File: src/rtl/rdc_pkg.sv
`default_nettype none
package rdc_pkg;

  localparam int RADIX_W = 6;
  localparam int CHAR_W  = 7;

  localparam logic [RADIX_W-1:0] RADIX_MIN = 6'd2;
  localparam logic [RADIX_W-1:0] RADIX_MAX = 6'd36;

  localparam logic [CHAR_W-1:0] CHAR_ZERO   = 7'h30;
  localparam logic [CHAR_W-1:0] CHAR_LETTER = 7'h37;  // 'A' - 10
  localparam logic [CHAR_W-1:0] CHAR_NONE   = 7'h00;
  localparam logic [RADIX_W-1:0] DEC_DIGITS = 6'd10;

  typedef enum logic [2:0] {
    BK_IDLE,
    BK_DIV,
    BK_READ,
    BK_SEND,
    BK_ERR
  } bk_state_t;

  // head of the front queue as seen by the back end
  typedef struct packed {
    logic valid;
    logic base_err;
  } head_ctl_t;

  function automatic logic [CHAR_W-1:0] digit_to_char(input logic [RADIX_W-1:0] d);
    logic [CHAR_W-1:0] d_ext;
    d_ext = {1'b0, d};
    if (d < DEC_DIGITS) begin
      return CHAR_ZERO + d_ext;
    end
    return CHAR_LETTER + d_ext;
  endfunction

endpackage
`default_nettype wire

File: src/rtl/rdc_if.sv
`default_nettype none
interface rdc_in_if #(
  parameter int VALUE_BITS = 31
);
  logic                       valid;
  logic                       ready;
  logic [VALUE_BITS-1:0]      value_in;
  logic [rdc_pkg::RADIX_W-1:0] radix;

  modport source (output valid, output value_in, output radix, input ready);
  modport sink   (input valid, input value_in, input radix, output ready);
endinterface

interface rdc_out_if;
  logic                       valid;
  logic                       ready;
  logic [rdc_pkg::CHAR_W-1:0] digit_char;
  logic                       last_digit;
  logic                       base_error;

  modport source (output valid, output digit_char, output last_digit, output base_error,
                  input ready);
  modport sink   (input valid, input digit_char, input last_digit, input base_error,
                  output ready);
endinterface
`default_nettype wire

File: src/rtl/rdc_front.sv
`default_nettype none
module rdc_front #(
  parameter int VALUE_BITS = 31
) (
  input  wire logic                        clk,
  input  wire logic                        rst,
  rdc_in_if.sink                           req,
  output rdc_pkg::head_ctl_t               head,
  output logic [VALUE_BITS-1:0]            head_value,
  output logic [rdc_pkg::RADIX_W-1:0]      head_radix,
  input  wire logic                        pop
);

  localparam int DEPTH = 2;

  logic [VALUE_BITS-1:0]       q_value [DEPTH];
  logic [rdc_pkg::RADIX_W-1:0] q_radix [DEPTH];
  logic                        q_err   [DEPTH];
  logic                        wr_ptr;
  logic                        rd_ptr;
  logic [1:0]                  count;
  logic                        push;
  logic                        do_pop;
  logic                        in_err;

  assign in_err = (req.radix < rdc_pkg::RADIX_MIN) || (req.radix > rdc_pkg::RADIX_MAX);
  assign req.ready = (count != 2'(DEPTH));
  assign push   = req.valid && req.ready;
  assign do_pop = pop && (count != 2'd0);

  always_ff @(posedge clk) begin
    if (push) begin
      q_value[wr_ptr] <= req.value_in;
      q_radix[wr_ptr] <= req.radix;
      q_err[wr_ptr]   <= in_err;
    end
  end

  always_ff @(posedge clk) begin
    if (rst) begin
      wr_ptr <= 1'b0;
      rd_ptr <= 1'b0;
      count  <= 2'd0;
    end else begin
      if (push) begin
        wr_ptr <= ~wr_ptr;
      end
      if (do_pop) begin
        rd_ptr <= ~rd_ptr;
      end
      count <= count + {1'b0, push} - {1'b0, do_pop};
    end
  end

  assign head.valid    = (count != 2'd0);
  assign head.base_err = q_err[rd_ptr];
  assign head_value    = q_value[rd_ptr];
  assign head_radix    = q_radix[rd_ptr];

endmodule
`default_nettype wire

File: src/rtl/rdc_back.sv
`default_nettype none
module rdc_back #(
  parameter int VALUE_BITS = 31
) (
  input  wire logic                        clk,
  input  wire logic                        rst,
  input  wire rdc_pkg::head_ctl_t          head,
  input  wire logic [VALUE_BITS-1:0]       head_value,
  input  wire logic [rdc_pkg::RADIX_W-1:0] head_radix,
  output logic                             pop,
  rdc_out_if.source                        rsp
);

  localparam int IDX_W = $clog2(VALUE_BITS);
  localparam int BIT_W = $clog2(VALUE_BITS);
  localparam int RW    = rdc_pkg::RADIX_W;

  rdc_pkg::bk_state_t state, state_next;

  logic [VALUE_BITS-1:0]     quo, quo_next;
  logic [RW-1:0]             rem, rem_next;
  logic [RW-1:0]             radix_r, radix_r_next;
  logic [BIT_W-1:0]          bit_cnt, bit_cnt_next;
  logic [IDX_W-1:0]          wr_ptr, wr_ptr_next;
  logic [IDX_W-1:0]          idx, idx_next;

  logic                      out_valid, out_valid_next;
  logic [rdc_pkg::CHAR_W-1:0] out_char, out_char_next;
  logic                      out_last, out_last_next;
  logic                      out_err, out_err_next;

  logic [RW-1:0]             digit_mem [VALUE_BITS];
  logic [RW-1:0]             rd_data;
  logic                      mem_we;
  logic                      rd_en;

  logic [RW:0]               trial;
  logic                      ge;
  logic [RW-1:0]             rem_step;
  logic [RW:0]               diff;
  logic [VALUE_BITS-1:0]     quo_step;
  logic                      out_free;

  assign trial    = {rem, quo[VALUE_BITS-1]};
  assign ge       = (trial >= {1'b0, radix_r});
  assign diff     = trial - {1'b0, radix_r};
  assign rem_step = ge ? diff[RW-1:0] : trial[RW-1:0];
  assign quo_step = {quo[VALUE_BITS-2:0], ge};
  assign out_free = !out_valid || rsp.ready;

  always_ff @(posedge clk) begin
    if (mem_we) begin
      digit_mem[wr_ptr] <= rem_step;
    end
    if (rd_en) begin
      rd_data <= digit_mem[idx];
    end
  end

  always_ff @(posedge clk) begin
    if (rst) begin
      state     <= rdc_pkg::BK_IDLE;
      out_valid <= 1'b0;
    end else begin
      state     <= state_next;
      out_valid <= out_valid_next;
    end
    quo      <= quo_next;
    rem      <= rem_next;
    radix_r  <= radix_r_next;
    bit_cnt  <= bit_cnt_next;
    wr_ptr   <= wr_ptr_next;
    idx      <= idx_next;
    out_char <= out_char_next;
    out_last <= out_last_next;
    out_err  <= out_err_next;
  end

  always_comb begin
    state_next     = state;
    quo_next       = quo;
    rem_next       = rem;
    radix_r_next   = radix_r;
    bit_cnt_next   = bit_cnt;
    wr_ptr_next    = wr_ptr;
    idx_next       = idx;
    out_valid_next = out_valid && !rsp.ready;
    out_char_next  = out_char;
    out_last_next  = out_last;
    out_err_next   = out_err;
    pop            = 1'b0;
    mem_we         = 1'b0;
    rd_en          = 1'b0;

    unique case (state)
      rdc_pkg::BK_IDLE: begin
        if (head.valid) begin
          pop          = 1'b1;
          quo_next     = head_value;
          radix_r_next = head_radix;
          rem_next     = '0;
          bit_cnt_next = BIT_W'(VALUE_BITS - 1);
          wr_ptr_next  = '0;
          state_next   = head.base_err ? rdc_pkg::BK_ERR : rdc_pkg::BK_DIV;
        end
      end
      rdc_pkg::BK_DIV: begin
        quo_next = quo_step;
        rem_next = rem_step;
        if (bit_cnt == '0) begin
          mem_we       = 1'b1;
          wr_ptr_next  = wr_ptr + 1'b1;
          rem_next     = '0;
          bit_cnt_next = BIT_W'(VALUE_BITS - 1);
          if (quo_step == '0) begin
            idx_next   = wr_ptr;
            state_next = rdc_pkg::BK_READ;
          end
        end else begin
          bit_cnt_next = bit_cnt - 1'b1;
        end
      end
      rdc_pkg::BK_READ: begin
        rd_en      = 1'b1;
        state_next = rdc_pkg::BK_SEND;
      end
      rdc_pkg::BK_SEND: begin
        if (out_free) begin
          out_valid_next = 1'b1;
          out_char_next  = rdc_pkg::digit_to_char(rd_data);
          out_last_next  = (idx == '0);
          out_err_next   = 1'b0;
          if (idx == '0) begin
            state_next = rdc_pkg::BK_IDLE;
          end else begin
            idx_next   = idx - 1'b1;
            state_next = rdc_pkg::BK_READ;
          end
        end
      end
      rdc_pkg::BK_ERR: begin
        if (out_free) begin
          out_valid_next = 1'b1;
          out_char_next  = rdc_pkg::CHAR_NONE;
          out_last_next  = 1'b1;
          out_err_next   = 1'b1;
          state_next     = rdc_pkg::BK_IDLE;
        end
      end
      default: begin
        state_next = rdc_pkg::BK_IDLE;
      end
    endcase
  end

  assign rsp.valid      = out_valid;
  assign rsp.digit_char = out_char;
  assign rsp.last_digit = out_last;
  assign rsp.base_error = out_err;

endmodule
`default_nettype wire

File: src/rtl/radix_digit_converter_unit.sv
`default_nettype none
// Converts a VALUE_BITS-bit unsigned value to its digits in base 2..36, most
// significant first, one ASCII character ('0'-'9', 'A'-'Z') per rsp transfer,
// with last_digit set on the final one; zero gives a single '0', and a radix
// outside 2..36 gives one transfer with base_error set and digit_char 0. A
// two-entry queue takes requests while the back end works. Each digit comes from
// the one-bit-per-cycle restoring divider and is kept in the digit store; once all
// digits are stored, each is read back from the store and sent, most significant
// first, waiting while rsp is stalled.
module radix_digit_converter_unit #(
  parameter int VALUE_BITS = 31
) (
  input  wire logic clk,
  input  wire logic rst,
  rdc_in_if.sink    req,
  rdc_out_if.source rsp
);

  rdc_pkg::head_ctl_t          head;
  logic [VALUE_BITS-1:0]       head_value;
  logic [rdc_pkg::RADIX_W-1:0] head_radix;
  logic                        pop;

  rdc_front #(
    .VALUE_BITS(VALUE_BITS)
  ) u_front (
    .clk       (clk),
    .rst       (rst),
    .req       (req),
    .head      (head),
    .head_value(head_value),
    .head_radix(head_radix),
    .pop       (pop)
  );

  rdc_back #(
    .VALUE_BITS(VALUE_BITS)
  ) u_back (
    .clk       (clk),
    .rst       (rst),
    .head      (head),
    .head_value(head_value),
    .head_radix(head_radix),
    .pop       (pop),
    .rsp       (rsp)
  );

endmodule
`default_nettype wire
File: src/flat_wrapper.sv
// flat-port wrapper written by rule: the top's interface ports become plain ports
module radix_digit_converter_unit_flat 
#(
  parameter int VALUE_BITS = 31
)
  (clk, rst, req_valid, req_value_in, req_radix, req_ready, rsp_valid, rsp_digit_char, rsp_last_digit, rsp_base_error, rsp_ready);
  rdc_in_if #(.VALUE_BITS(VALUE_BITS)) req_i ();
  rdc_out_if rsp_i ();
  input  wire logic clk;
  input  wire logic rst;
  input wire logic [$bits(req_i.valid)-1:0] req_valid;
  input wire logic [$bits(req_i.value_in)-1:0] req_value_in;
  input wire logic [$bits(req_i.radix)-1:0] req_radix;
  output wire logic [$bits(req_i.ready)-1:0] req_ready;
  output wire logic [$bits(rsp_i.valid)-1:0] rsp_valid;
  output wire logic [$bits(rsp_i.digit_char)-1:0] rsp_digit_char;
  output wire logic [$bits(rsp_i.last_digit)-1:0] rsp_last_digit;
  output wire logic [$bits(rsp_i.base_error)-1:0] rsp_base_error;
  input wire logic [$bits(rsp_i.ready)-1:0] rsp_ready;
  assign req_i.valid = req_valid;
  assign req_i.value_in = req_value_in;
  assign req_i.radix = req_radix;
  assign req_ready = req_i.ready;
  assign rsp_valid = rsp_i.valid;
  assign rsp_digit_char = rsp_i.digit_char;
  assign rsp_last_digit = rsp_i.last_digit;
  assign rsp_base_error = rsp_i.base_error;
  assign rsp_i.ready = rsp_ready;
  radix_digit_converter_unit #(.VALUE_BITS(VALUE_BITS)) u_core (.clk(clk), .rst(rst), .req(req_i), .rsp(rsp_i));
endmodule
File: config.mk
export PLATFORM = sky130hd
export DESIGN_NAME = radix_digit_converter_unit_flat
export DESIGN_NICKNAME = d
export VERILOG_FILES = /design/src/rtl/rdc_pkg.sv /design/src/rtl/rdc_if.sv /design/src/rtl/rdc_front.sv /design/src/rtl/rdc_back.sv /design/src/rtl/radix_digit_converter_unit.sv /design/src/flat_wrapper.sv
export SDC_FILE = /design/constraint.sdc
export NUM_CORES = 1
export LEC_CHECK = 0
export ABC_AREA = 1
export BUFFER_PORTS_ARGS = -buffer_cell sky130_fd_sc_hd__buf_2
export CORE_MARGIN = 5
export CORE_UTILIZATION = 40
export CTS_CLUSTER_DIAMETER = 80
export DETAILED_ROUTE_END_ITERATION = 7
export SLEW_MARGIN = 10
export SYNTH_ARGS = -nofsm -noshare
export SYNTH_HDL_FRONTEND = slang
export SYNTH_SLANG_ARGS = --single-unit
export TNS_END_PERCENT = 100
File: constraint.sdc
create_clock -name clk -period 3.1 [get_ports clk]
set_input_delay 0 -clock clk [delete_from_list [all_inputs] [get_ports clk]]
set_output_delay 0 -clock clk [all_outputs]
set_load 0.02 [all_outputs]
Word level (Yosys, flattened, before mapping)
Memories as Yosys holds them, arrays and structs flattened. A register that Yosys moved wholly into a read port is not among the register bits. Index checks and enable logic that the tools add are counted.

Register bits after elaboration: 69. Bits in writable memories: 262. Output and inout port bits: 11. Memories kept: 4.

Add/subtract/negate cells: 8. Order comparisons: 4. Equal/unequal tests: 11. Muxes and demuxes: 53. Bitwise gates (word level): 2. Reductions and logical operators: 22.

Memory list: u_core.u_back.digit_mem (depth 31, width 6, read ports 1, clocked after memory_dff 1, wr ports 1, line rdc_back.sv:32) `logic [RW-1:0] digit_mem [VALUE_BITS];`; u_core.u_front.q_value (depth 2, width 31, read ports 1, clocked after memory_dff 1, wr ports 1, line rdc_front.sv:16) `logic [VALUE_BITS-1:0] q_value [DEPTH];`; u_core.u_front.q_radix (depth 2, width 6, read ports 1, clocked after memory_dff 1, wr ports 1, line rdc_front.sv:17) `logic [rdc_pkg::RADIX_W-1:0] q_radix [DEPTH];`; u_core.u_front.q_err (depth 2, width 1, read ports 1, clocked after memory_dff 1, wr ports 1, line rdc_front.sv:18) `logic q_err [DEPTH];`.

Operators with widths (count): $pmux W31 S2 (1); $mux W5 (8); $logic_not A31 Y1 (1); $mux W31 (1); $pmux W5 S2 (3); $mux W7 (4); $mux W1 (21); $mux W3 (6); $mux W6 (3); $pmux W3 S5 (1); $add A6 B6 Y7 const A (2); $pmux W7 S2 (1); $ne A2 B2 Y1 const B (6); $pmux W6 S2 (1); $logic_not A5 Y1 (2); $reduce_and A5 Y1 (2); $sub A5 B1 Y5 const B (2); $reduce_bool A2 Y1 (4); $ge A7 B6 Y1 (1); $eq A3 B2 Y1 const B (2); $gt A6 B6 Y1 const B (1); $lt A6 B2 Y1 const B (1); $lt A6 B4 Y1 const B (1); $reduce_and A3 Y1 (2); other kinds (16) (23).

Longest topological paths before layout
Gate-level depths: netlist (run 1).

Depth after elaboration: 7. Gate-level depth with buffers: 12. Depth with buffers taken out: 12.

Cells and area by module
From an unflattened synthesis (run 1), not the netlist that was laid out.

Cell total of the unflattened synthesis: 1158. Area total of the unflattened synthesis: 14496.4 sq um.

By module, submodules not included: rdc_back (instances 1, cells an instance 998, area each 11400.9 sq um, sequential area each 7857.5 sq um); rdc_front (instances 1, cells an instance 160, area each 3095.5 sq um, sequential area each 2382.3 sq um).

Worst setup path after synthesis (run 1)
No wires, ideal clock.

Path kind: reg2reg. Start: register u_core.u_front.count[0]. End: memory u_core.u_front.q_err[1], enable pin. Data arrival time: 2357 ps. Required time: 2665 ps. Slack: 308 ps. Cell stages (with the launch flop): 5. Buffers on the path: 0. Period minus slack after synthesis: 2792 ps. Cell sequence: dfxtp_1 inv_1 nand2_1 nand2_1 nor2_1.

Word-level cells in the longest chain between the ends: 4.

Ends and longest elaborated chain: start, declared (line rdc_front.sv:21) `logic [1:0] count;`; start signal, assigned (line rdc_front.sv:51) `count <= count + {1'b0, push} - {1'b0, do_pop};`; $ne A2 B2 Y1 (line rdc_front.sv:27) `assign req.ready = (count != 2'(DEPTH));`; named net req_ready (line flat_wrapper.sv:14) `output wire logic [$bits(req_i.ready)-1:0] req_ready;`; $logic_and A1 B1 Y1 (line rdc_front.sv:28) `assign push = req.valid && req.ready;`; $mux W1 (line rdc_front.sv:32) `if (push) begin`; $mux W1 (implied by the code) (line rdc_front.sv:35) `q_err[wr_ptr] <= in_err;`; end, declared (line rdc_front.sv:18).

The timed path passes the listed nets, and every way through them passes these cells.

Worst setup path in the final report (run 1)
Start: register u_core.u_back.rem[1]. End: memory u_core.u_back.digit_mem[9][2] in the netlist's numbering (data pin).

Word-level cells in the longest chain between the ends: 2. Elaborated cells on any way between the ends: 3.

Ends and longest elaborated chain: start, declared (line rdc_back.sv:21) `logic [RW-1:0] rem, rem_next;`; start signal, assigned (line rdc_back.sv:69) `rem <= rem_next;`; $sub A6 B6 Y6 or $ge A7 B6 Y1 (tied branches) (line rdc_back.sv:46, rdc_back.sv:45); $mux W6 * (line rdc_back.sv:47) `assign rem_step = ge ? diff[RW-1:0] : trial[RW-1:0];`; named net u_core.u_back.rem_step[2] (line rdc_back.sv:39) `logic [RW-1:0] rem_step;`; end, declared (line rdc_back.sv:32).

The timed path passes the listed nets; every way through them passes the cells marked *.

==> metrics.md, run 1 <==
| Metric | Value |
|---|---|
| Mapped Nets | `about 1,300` |
| Library cells used by synthesis | `44` |
| Post-Synth Adder-Cell Area | `1.62%` |
| GR Util met3 | `2.38%` |
| Compound-Gate Fraction of Synth Area | `roughly a tenth` |
| CTS buffer count | `36` |
| DRT iter0 DRCs | `approximately 670` |
| Mux cell area share after synthesis | `less than 1%` |
| Post-synthesis cell area | `approximately 14,000 sq um` |
| Power, Total | `16.6 mW` |
| Period Utilization, post-route | `roughly nine tenths` |
| FP Rows | `between 60 and 70` |
| Starting density of the core | `40.4%` |
| Worst path cell trace | `ha_1 -> or2_0 -> nand2_2 -> nor2_4 -> nor2_4 -> inv_2 -> nand3_1 -> o21ai_0 -> inv_1` |
| Routed Antenna Nets | `0` |
| Inserted Diodes | `0` |
| CTS root buf | `clkbuf_16` |
| Placed cell count | `approximately 1,700` |
| Syn. warnings | `0` |
| Total gr overflow | `0` |
| Critical Path AT | `2.93 ns` |
| Largest net degree at the start of global routing | `56` |
| DR WL/cell | `16.6 um` |
| Worst path buffer plus inverter count | `2` |
| Reg2Reg Depth | `9` |
| Slowest cell on crit path | `inv_1` |
| Global-route usage over all layers | `between 10% and 20%` |
| Util after Layout | `46.7%` |
| DP HPWL | `~18 mm` |
| Crit path launch type | `register` |
| Asr flop ratio synth | `0%` |
| H-tree Lvls | `2` |
| Commonest non-fill, non-tap cells in the layout | `335 x edfxtp_1, 203 x nand2_1, 133 x nor2_1` |
| Worst Tran Pin Value | `1.06 ns` |
| CP top delay family | `buffers and inverters` |
| GRT met1 Usage | `about a fifth` |
| Cells after synthesis | `approximately 1,200` |
| Largest family of logic cells by synthesized area | `simple AND/OR/NAND/NOR gates` |
| CP Capture Type | `register` |
| Postcts setup bufs | `0` |
| # port buffers | `51` |
| Setup TNS | `0 ns` |
| Ys flop type | `edfxtp_1` |
| Die H | `between 150 and 200 um` |
| Via count | `~9,000` |
| Drt pass-1 iters | `5` |
| Simple-Gate Fraction of Synth Area | `between 10 and 15%` |
| Yosys reg bits | `344` |
| Finish-stage setup viols | `0` |
| Status | `finished, final reports clean` |
| Chip width | `199 um` |
| Initial antenna violation count | `0` |
| Worst-case clock buffer depth | `3` |
| Post-Route WL | `approximately 30 mm` |
| Crit-path max FO | `31` |
| Register area share after synthesis | `between 70 and 80%` |
| Crit path time final | `2.77 ns` |
| TritonCTS clock tree | `built` |
| VDD IR-drop max | `between 0.6 and 0.7 mV` |
| Worst-case hold slack | `between 0.2 and 0.25 ns` |
| Commonest non-fill, non-tap cell in the layout | `edfxtp_1` |
| Max-slew violations | `0` |
| Post-synth EDFFs | `roughly 340` |
| Top Usage Layer GRT | `met2` |
| Hold_buf cts | `40` |
| CTS clk-pin slew, worst paths | `0.06 ns` |
| P&R area growth vs syn | `15.5%` |
| Hold depth | `2` |
| GP Congestion | `a little over 0.8` |
| Largest stage delay, worst path | `~0.79 ns` |
| DR DRC count | `0` |
| Worst Path Required | `3.26 ns` |
| Mapped Avg Cell Area | `approximately 12 sq um` |
| Worst path depth | `9` |
| Kind of critical path | `reg -> reg` |
| Power Dens Cells | `around 1000 nW/um^2` |
| Max Cap Viol | `0` |
| Fin cells | `1,775` |
| Nets | `between 1,000 and 1,500` |
| M2 GR Usage | `24.3%` |
| First-pass GRT wire length | `47.1 mm` |
| Leak | `between 5 and 6 nW` |
| Xor/xnor share of the synthesized area | `0.489%` |
| HP Class | `in -> reg` |
| Die ar. | `between 30,000 and 40,000 sq um` |
| Routed vias/inst | `about 5.1` |
| Core area | `between 30,000 and 40,000 sq um` |
| Layout cell share with drive strength beyond 1 | `around 11%` |
| Fin. Hold Viols | `0` |
| Setup Skew | `a little over 0.02 ns` |
| Clock latency at the later pin of the worst-skew pair | `between 0.5 and 0.6 ns` |
| Unrepaired setup endpoints after global routing | `false` |
| Vias in the first global route | `just under 9,000` |
| Relative slew slack | `~29%` |
| Fmax | `361 MHz` |
| # resized after CTS | `0` |
| CTS sink cnt | `344` |
| Most Frequent Cell on Critical Path | `nor2_4` |
| Top Ports | `52` |
## cells in the mapped netlist, types with 2 or more instances
| library cell | n | area [sq um] |
|---|---|---|
| edfxtp_1 | 335 | 10100 |
| nand2_1 | 204 | 766 |
| nor2_1 | 135 | 507 |
| o21ai_0 | 132 | 661 |
| inv_1 | 90 | 338 |
| nand3_1 | 61 | 305 |
| a21oi_1 | 45 | 225 |
| o22ai_1 | 28 | 175 |
| buf_2 | 25 | 125 |
| clkbuf_1 | 18 | 67.6 |
| ha_1 | 17 | 213 |
| o21ai_1 | 14 | 70.1 |
| o211ai_1 | 10 | 75.1 |
| dfxtp_1 | 9 | 180 |
| o221ai_1 | 7 | 61.3 |
| inv_2 | 6 | 22.5 |
| xor2_1 | 6 | 52.6 |
| nor3_1 | 5 | 25.0 |
| a31oi_1 | 4 | 25.0 |
| nand2_2 | 4 | 25.0 |
| nand2_4 | 4 | 45.0 |
| a21oi_2 | 3 | 26.3 |
| buf_4 | 3 | 22.5 |
| nor2_4 | 3 | 33.8 |
| a211oi_1 | 2 | 15.0 |
| buf_6 | 2 | 22.5 |
| clkbuf_2 | 2 | 10.0 |
| nor2_2 | 2 | 12.5 |
| or2_0 | 2 | 12.5 |
| xnor2_1 | 2 | 17.5 |
## power breakdown
part	total [mW]	leakage (nW)	internal [mW]	switching, mW
Combinational	4.84	2.29	1.21	3.63
Clock	3.98	0.522	2.27	1.71
Sequential	7.74	3.14	7.35	0.399
## routing by layer
metal | part of all wire, % | routed length (um)
met5 | 0 | 0
met4 | 2.4 | 711
met3 | 4.9 | 1450
met2 | 48 | 14100
met1 | 45 | 13300
## stage by stage
stage	instance area (sq um)	setup slack, ns
2_1_floorplan	14300	0.308
3_3_place_gp	15100	0.429
3_5_place_dp	15100	0.349
4_1_cts	16600	0.342
5_1_grt	16600	0.155
6_report	16600	0.331
## final cells by class
| class | instances | area, sq um |
|---|---|---|
| Fill cell | 3135 | 18900 |
| Multi-Input combinational cell | 702 | 3510 |
| Tap cell | 461 | 577 |
| Clock buffer | 43 | 948 |
| Inverter | 97 | 367 |
| Sequential cell | 344 | 10200 |
| Clock inverter | 20 | 129 |
| Timing Repair Buffer | 108 | 796 |
## registers in the layout, indices dropped and copies added, names as in the netlist, named ones only
| register | count |
|---|---|
| u_core.u_back.state | 3 |
| u_core.u_back.bit_cnt | 5 |
| u_core.u_back.idx | 5 |
| u_core.u_back.rsp.last_digit | 1 |
| u_core.u_back.quo | 31 |
| u_core.u_front.q_radix | 12 |
| u_core.u_front.rd_ptr | 1 |
| u_core.u_back.digit_mem | 186 |
| u_core.u_back.rsp.digit_char | 7 |
| u_core.u_back.rsp.base_error | 1 |
| u_core.u_front.wr_ptr | 1 |
| u_core.u_back.radix_r | 6 |
| u_core.u_front.q_err | 2 |
| u_core.u_back.rem | 6 |
| u_core.u_front.count | 2 |
| u_core.u_back.rsp.valid | 1 |
| u_core.u_back.rd_data | 6 |
| u_core.u_back.wr_ptr | 5 |
| u_core.u_front.q_value | 62 |
## logic make-up (layout without fill, tap and decap cells)
| logic type | count (synthesis) | after routing |
|---|---|---|
| simple gates | 428 | 428 |
| flops | 344 | 344 |
| compound gates | 246 | 246 |
| buf+inv | 148 | 268 |
| fa+ha+maj | 18 | 18 |
| xor+xnor | 8 | 8 |
| mux | 2 | 2 |
## path summary, 6_finish.rpt
path,start,to,slack [ns]
setup / recovery,u_core.u_back.rem[1]$_SDFFCE_PP0P_,u_core.u_back.digit_mem[9][2]$_DFFE_PP_,0.33
hold / removal,req_value_in[23],u_core.u_front.q_value[0][23]$_DFFE_PP_,0.21
setup reg to reg,u_core.u_back.rem[1]$_SDFFCE_PP0P_,u_core.u_back.digit_mem[9][2]$_DFFE_PP_,0.33
hold reg to reg,u_core.u_front.count[1]$_SDFF_PP0_,u_core.u_front.count[1]$_SDFF_PP0_,0.50
Note: power is estimated with default switching activity, not from simulation.
==> run 2: changes to the inputs <==
CORE_UTILIZATION = 45   (was 40)
SYNTH_HIERARCHICAL = 1   (was not set)
==> run 2 against run 1 <==
Flip-flop and latch count unchanged; critical path type unchanged; sequential power grew 1%; total power grew 9.5%; die area shrank 9.6%; highest routed layer unchanged; register-to-register slack gained 0.02 ns; sequential share of layout area fell by 0.61 points; critical endpoint is now u_core/u_back/digit_mem[19][0]$_DFFE_PP_.
==> metrics.md, run 2 <==
| Metric | Value |
|---|---|
| Status | `finished, final reports clean` |
| Relative slew slack | `a little under a quarter` |
| Crit path launch | `u_core/u_back/rem[3]$_SDFFCE_PP0P_` |
| Largest net degree at the start of global routing | `91` |
| Clock latency at the later pin of the worst-skew pair | `roughly 0.5 ns` |
| Syn. warnings | `6` |
| Chip width | `between 150 and 200 um` |
| Drt pass-1 iters | `5` |
| CP top delay family | `buffers and inverters` |
| DP HPWL | `approximately 18 mm` |
| Worst Path Required | `between 3 and 4 ns` |
| Internal power | `about 12 mW` |
| Library cells used by synthesis | `38` |
| Register area share after synthesis | `between 70% and 80%` |
| Die ar. | `roughly 36,000 sq um` |
| DR WL/cell | `about 18 um` |
| Total gr overflow | `0` |
| Post-synth EDFFs | `between 300 and 400` |
| First-pass GRT wire length | `48.2 mm` |
| Setup Skew | `roughly 0.018 ns` |
| Die H | `189 um` |
| # resized after CTS | `0` |
| Cells after synthesis | `between 1,000 and 1,500` |
| Worst setup path end | `u_core/u_back/digit_mem[19][0]$_DFFE_PP_` |
| Initial antenna violation count | `0` |
| Period Utilization, post-route | `between 80 and 90%` |
| Reg2Reg Depth | `10` |
| TritonCTS clock tree | `built` |
| VDD IR-drop max | `about 0.64 mV` |
| Vias in the first global route | `a little under 9,000` |
| Routed vias/inst | `about 5.2` |
| Yosys reg bits | `344` |
| Mapped Nets | `1,217` |
| Critical Path AT | `roughly 2.9 ns` |
| Layout cell share with drive strength beyond 1 | `between 10 and 15%` |
| Routed Antenna Nets | `0` |
| Clock network power share | `between 20% and 30%` |
| Biggest registers after layout | `u_core/u_back/digit_mem: 186 flops, u_core/u_front/q_value: 62 flops, u_core/u_back/quo: 31 flops` |
| Synth top cells by count | `335 x edfxtp_1, 181 x nand2_1, 174 x nor2_1, 91 x o21ai_0, 60 x inv_1` |
| CP Capture Type | `register` |
| R2R setup slack | `roughly 0.35 ns` |
| # port buffers | `51` |
| Max Cap Viol | `0` |
| Worst path cell trace | `ha_1 -> nand2_1 -> nand2_1 -> a21oi_2 -> nand2_2 -> nor2_4 -> inv_2 -> nand2_1 -> o21ai_1 -> inv_1` |
| CTS sink cnt | `about 340` |
| Comb pwr share | `approximately a third` |
| CTS root buf | `clkbuf_16` |
| Crit path time final | `between 2 and 3 ns` |
| Fmax | `around 360 MHz` |
| Finish-stage setup viols | `0` |
| Fin cells | `~1,700` |
| Via count | `between 8,000 and 9,000` |
| Worst r2r src | `u_core/u_back/rem[3]$_SDFFCE_PP0P_` |
| Switch Pwr | `6.49 mW` |
| Crit path launch type | `register` |
| Top post-synthesis cells by area | `edfxtp_1 69%, nand2_1 4.7%, nor2_1 4.5%` |
| Reg-to-reg endpoint | `u_core/u_back/digit_mem[19][0]$_DFFE_PP_` |
| Unrepaired setup endpoints after global routing | `false` |
| Slowest cell on crit path | `inv_1` |
| GRT met1 Usage | `23.5%` |
| Commonest non-fill, non-tap cell in the layout | `edfxtp_1` |
| Most flops, register | `u_core/u_back/digit_mem` |
| Worst path buffer plus inverter count | `2` |
| P&R area growth vs syn | `15.4%` |
| Setup TNS | `0 ns` |
| Yosys top cell area share | `about 69%` |
| Mapped Avg Cell Area | `about 13 sq um` |
| Worst path depth | `10` |
| Leak | `roughly 6.0 nW` |
| Power Dens Cells | `between 1000 and 1500 nW/um^2` |
| Post-synthesis cell area | `14,500 sq um` |
| Crit-path max FO | `31` |
| Top Usage Layer GRT | `met2` |
| Global-route usage over all layers | `between 10% and 20%` |
| Seq pwr share | `between 40 and 50%` |
| Starting density of the core | `between 40% and 50%` |
| DR DRC count | `0` |
| GP Congestion | `0.805` |
| CTS clk-pin slew, worst paths | `~0.060 ns` |
| Synth area leader | `edfxtp_1` |
| CTS buffer count | `36` |
| Placed cell count | `between 1,500 and 2,000` |
| Largest stage delay, worst path | `0.83 ns` |
| Count leader, synth | `edfxtp_1` |
| DRT iter0 DRCs | `between 700 and 800` |
| Core area | `31,700 sq um` |
| HP Class | `in -> reg` |
| FP Rows | `65` |
| Nets | `between 1,000 and 1,500` |
| Worst Tran Pin Value | `1.14 ns` |
| Kind of critical path | `reg -> reg` |
| Sw Ratio | `roughly 36%` |
| M2 GR Usage | `roughly 28%` |
| Fin. Hold Viols | `0` |
| Top Ports | `52` |
| Ys flop type | `edfxtp_1` |
| Most Frequent Cell on Critical Path | `nand2_1` |
| Worst-case clock buffer depth | `3` |
| H-tree Lvls | `2` |
| Asr flop ratio synth | `0%` |
| Max reg flops | `around 190` |
| Max-slew violations | `0` |
| GR Util met3 | `under 10%` |
| Commonest non-fill, non-tap cells in the layout | `335 x edfxtp_1, 181 x nand2_1, 172 x nor2_1` |
| Worst-case hold slack | `roughly 0.22 ns` |
| Post-Route WL | `about 30 mm` |
| Inserted Diodes | `0` |
-- run 2: cell count changes after synthesis, moves of 11 or more --
cell / before / now
a21oi_1: 45 / 31
clkbuf_1: 18 / 7
inv_1: 90 / 60
mux2_2: 1 / 18
mux2_4: 0 / 20
nand2_1: 204 / 181
nand3_1: 61 / 48
nor2_1: 135 / 174
o21ai_0: 132 / 91
-- run 2: worst min-delay path by stage --
stage          slack, ns              from  cells past startpoint                                 endpoint
6_report            0.22  req_value_in[18]                      2  u_core/u_front/q_value[1][18]$_DFFE_PP_
5_1_grt             0.21  req_value_in[18]                      2  u_core/u_front/q_value[0][18]$_DFFE_PP_
4_1_cts             0.20  req_value_in[12]                      2  u_core/u_front/q_value[0][12]$_DFFE_PP_
3_5_place_dp        0.19  req_value_in[27]                      1  u_core/u_front/q_value[0][27]$_DFFE_PP_
3_3_place_gp        0.19  req_value_in[27]                      1  u_core/u_front/q_value[0][27]$_DFFE_PP_
2_1_floorplan       0.07               rst                      1      u_core/u_back/state[1]$_SDFFE_PP0P_
-- run 2: routing by layer --
| layer | routed length (um) | vias up |
|---|---|---|
| met5 | 0 | - |
| met4 | 532 | 0 |
| met2 | 14400 | 208 |
| li1 | - | 4314 |
| met3 | 1430 | 38 |
| met1 | 13600 | 4228 |
-- run 2: final cells by class --
cell class              count  area, sq um
flip-flops and latches    344        10200
well taps                 402          503
fillers                  2688        15000
clock inverters            19          226
repair buffers            107          813
inverters                  67          256
clock buffers              44          952
multi-input cells         700         3740
-- run 2: power by group through the flow --
| stage | Sequential, mW | Clock, mW | Combinational, mW |
|---|---|---|---|
| after floorplan | 7.76 | 0 | 4.07 |
| after global placement | 7.91 | 0 | 5.88 |
| after detailed placement | 7.93 | 0 | 5.99 |
| after CTS | 7.84 | 4.41 | 6.04 |
| after global routing | 7.90 | 4.63 | 6.67 |
| final | 7.85 | 4.32 | 5.98 |
-- run 2: kinds of logic after synthesis --
family	synth area share [%]
and+or+nand+nor	12.1
AOI/OAI and AO/OA	7.87
DFF	70.6
xor gates and xnor gates	0.483
adders and majority gates	1.61
buffers and inverters	3.80
muxes	3.47
-- run 2: what timing repair did --
| item | CTS | global route |
|---|---|---|
| endpoints found under the hold margin | 85 | 0 |
| hold buffers | 40 | 0 |
| setup buffers | 0 | 0 |
-- run 2: stage by stage --
stage | area (sq um) | total power [mW] | setup slack (ns) | utilization [%]
2_1_floorplan | 14500 | 11.8 | 0.167 | -
3_3_place_gp | 15100 | 13.8 | 0.415 | 47.8
3_5_place_dp | 15100 | 13.9 | 0.319 | 47.8
4_1_cts | 16700 | 18.3 | 0.301 | 52.7
5_1_grt | 16700 | 19.2 | 0.0785 | 52.7
6_report | 16700 | 18.1 | 0.351 | 52.7
==> run 3: changes to the inputs <==
CORE_UTILIZATION = 51   (was 45)
PLACE_DENSITY = 0.68   (was not set)
==> run 3 against run 2 <==
Worst setup slack worse by 0.057 ns; cell area is 1.0% lower; register-to-register slack worse by 0.06 ns; via count is 2.0% higher; clock skew is 0.00059 ns higher; critical path depth stayed put; sequential share of layout area is 0.63 points higher; clock-buffer cell count is 8 higher; fmax is 2.0% lower; die area is 11% lower; global-route usage is 1.8 points higher; first-iteration DRC count is 14% lower.
==> metrics.md, run 3 (same netlist as run 2, synthesis figures left out) <==
| Metric | Value |
|---|---|
| CTS sink cnt | `344` |
| Status | `finished, final reports clean` |
| Placed instance area | `15,100 sq um` |
| FP Rows | `just over 60` |
| Period Utilization, post-route | `between 90% and 100%` |
| Clock network power share | `a little over a fifth` |
| Drt pass-1 iters | `5` |
| DR DRC count | `0` |
| Worst setup margin | `0.294 ns` |
| VDD IR-drop max | `a little under 0.9 mV` |
| Commonest non-fill, non-tap cell in the layout | `edfxtp_1` |
| Fin area | `16,600 sq um` |
| Postcts setup bufs | `0` |
| Largest net degree at the start of global routing | `91` |
| Sw Ratio | `a little over a third` |
| Worst-case clock buffer depth | `3` |
| Unrepaired setup endpoints after global routing | `false` |
| Commonest non-fill, non-tap cells in the layout | `335 x edfxtp_1, 181 x nand2_1, 172 x nor2_1` |
| Core area | `around 28,000 sq um` |
| Initial antenna violation count | `0` |
| Slowest cell on crit path | `inv_1` |
| Global-route usage over all layers | `around 19%` |
| Power Dens Cells | `about 1100 nW/um^2` |
| CP Capture Type | `register` |
| Internal power | `11.3 mW` |
| Most Frequent Cell on Critical Path | `nand2_1` |
| First-pass GRT wire length | `around 46 mm` |
| TritonCTS clock tree | `built` |
| Reg area | `between 10,000 and 15,000 sq um` |
| Kind of critical path | `reg -> reg` |
| GP Congestion | `between 0.8 and 0.9` |
| Worst Tran Pin Value | `roughly 1.2 ns` |
| Clock latency at the later pin of the worst-skew pair | `about 0.5 ns` |
| # resized after CTS | `0` |
| Die ar. | `31,900 sq um` |
| Chip width | `~180 um` |
| DR WL/cell | `between 15 and 20 um` |
| Max Cap Viol | `0` |
| Via count | `8,968` |
| Crit path launch type | `register` |
| Worst path cell trace | `ha_1 -> nand2_1 -> nand2_1 -> a21oi_2 -> nand2_2 -> nor2_4 -> inv_2 -> nand2_1 -> o21ai_1 -> inv_1` |
| Total gr overflow | `0` |
| Starting density of the core | `between 50% and 60%` |
| Post-Route WL | `approximately 29 mm` |
| Switch Pwr | `6.38 mW` |
| HP Class | `in -> reg` |
| Largest stage delay, worst path | `roughly 0.87 ns` |
| P&R area growth vs syn | `14.2%` |
| CTS buffer count | `36` |
| CTS root buf | `clkbuf_16` |
| Leak | `between 5 and 6 nW` |
| Crit path time final | `2.81 ns` |
| H-tree Lvls | `2` |
| DRT iter0 DRCs | `roughly 650` |
| Fmax | `approximately 360 MHz` |
| Seq pwr share | `44.4%` |
| Vias in the first global route | `about 9,000` |
| Routed Antenna Nets | `0` |
| Max-slew violations | `0` |
| Layout cell share with drive strength beyond 1 | `between 10% and 20%` |
| Most flops, register | `u_core/u_back/digit_mem` |
| Relative slew slack | `19.1%` |
| Fin. Hold Viols | `0` |
| Finish-stage setup viols | `0` |
| Setup TNS | `0 ns` |
| Inserted Diodes | `0` |
| Critical Path AT | `2.94 ns` |
| Crit-path max FO | `31` |
| Worst Path Required | `3.23 ns` |
| Nets | `between 1,000 and 1,500` |
| CTS clk-pin slew, worst paths | `roughly 0.06 ns` |
| Die H | `around 180 um` |
| # port buffers | `slightly above 50` |
| Top Ports | `52` |
| Routed vias/inst | `5.42` |
| Multi-input gate area | `about 3700 sq um` |
| Setup Slack @ Placement | `between 0.3 and 0.4 ns` |
| Setup Skew | `between 0.015 and 0.02 ns` |
| Biggest registers after layout | `u_core/u_back/digit_mem: 186 flops, u_core/u_front/q_value: 62 flops, u_core/u_back/quo: 31 flops` |
| DP HPWL | `between 15 and 20 mm` |
| Fill cells | `about 2,200` |
| Max reg flops | `about 190` |
| Comb pwr share | `between 30% and 40%` |
-- run 3: cell count changes in the layout (fill, tap and decap cells not counted), sizes merged --
cell	previous run	this run
clkinv	13	6
inv	67	68
clkbuf	44	52
bufinv	5	0
-- run 3: layout make-up --
type                    count  share of cell area [%]
clock buffers              52                    6.05
clock inverters             8                   0.295
inverters                  67                    1.55
multi-input cells         700                    22.6
flip-flops and latches    344                    61.8
well taps                 378                    2.86
repair buffers            107                    4.84
-- run 3: stage by stage --
step                utilization [%]  cells  hold WS (ns)  power [mW]
floorplan                         -   1158        0.0691        11.8
global placement               54.1   1556         0.187        13.7
detailed placement             54.1   1556         0.191        13.8
CTS                            59.3   1656         0.187        17.8
global route                   59.3   1656         0.205        18.6
finish                         59.3   1656         0.209        17.7
-- run 3: final timing paths --
check	start	to	slack (ns)	depth (start not counted)
max	u_core/u_back/rem[3]$_SDFFCE_PP0P_	u_core/u_back/digit_mem[23][0]$_DFFE_PP_	0.29	10
max reg2reg	u_core/u_back/rem[3]$_SDFFCE_PP0P_	u_core/u_back/digit_mem[23][0]$_DFFE_PP_	0.29	10
min	req_value_in[29]	u_core/u_front/q_value[0][29]$_DFFE_PP_	0.21	2
min reg2reg	u_core/u_front/rd_ptr$_SDFFE_PP0P_	u_core/u_front/rd_ptr$_SDFFE_PP0P_	0.51	2
-- run 3: per-layer routing --
metal	part of all wire (%)	GRT usage, %
met1	43	24.5
met4	2.3	5.05
met5	0	0
met2	50	32.0
met3	4.9	3.03
-- run 3: what timing repair did --
| item | 4_1_cts | 5_1_grt |
|---|---|---|
| endpoints found under the hold margin | 85 | 0 |
| hold buffers | 40 | 0 |
| setup endpoints to repair | 0 | 0 |
-- run 3: power groups by stage --
stage | combinational (mW) | sequential, mW | clock [mW]
global route | 6.55 | 7.89 | 4.16
floorplan | 4.07 | 7.76 | 0
finish | 5.94 | 7.84 | 3.89
CTS | 5.95 | 7.84 | 3.96
global placement | 5.76 | 7.90 | 0
detailed placement | 5.89 | 7.92 | 0
-- run 3: worst max-delay path, delay by kind of cell, from the launching register on --
kind | cells | cell delay (ns)
buf+inv | 2 | 0.99
simple gates | 5 | 0.45
flops | 1 | 0.39
fa+ha+maj | 1 | 0.37
compound gates | 2 | 0.20
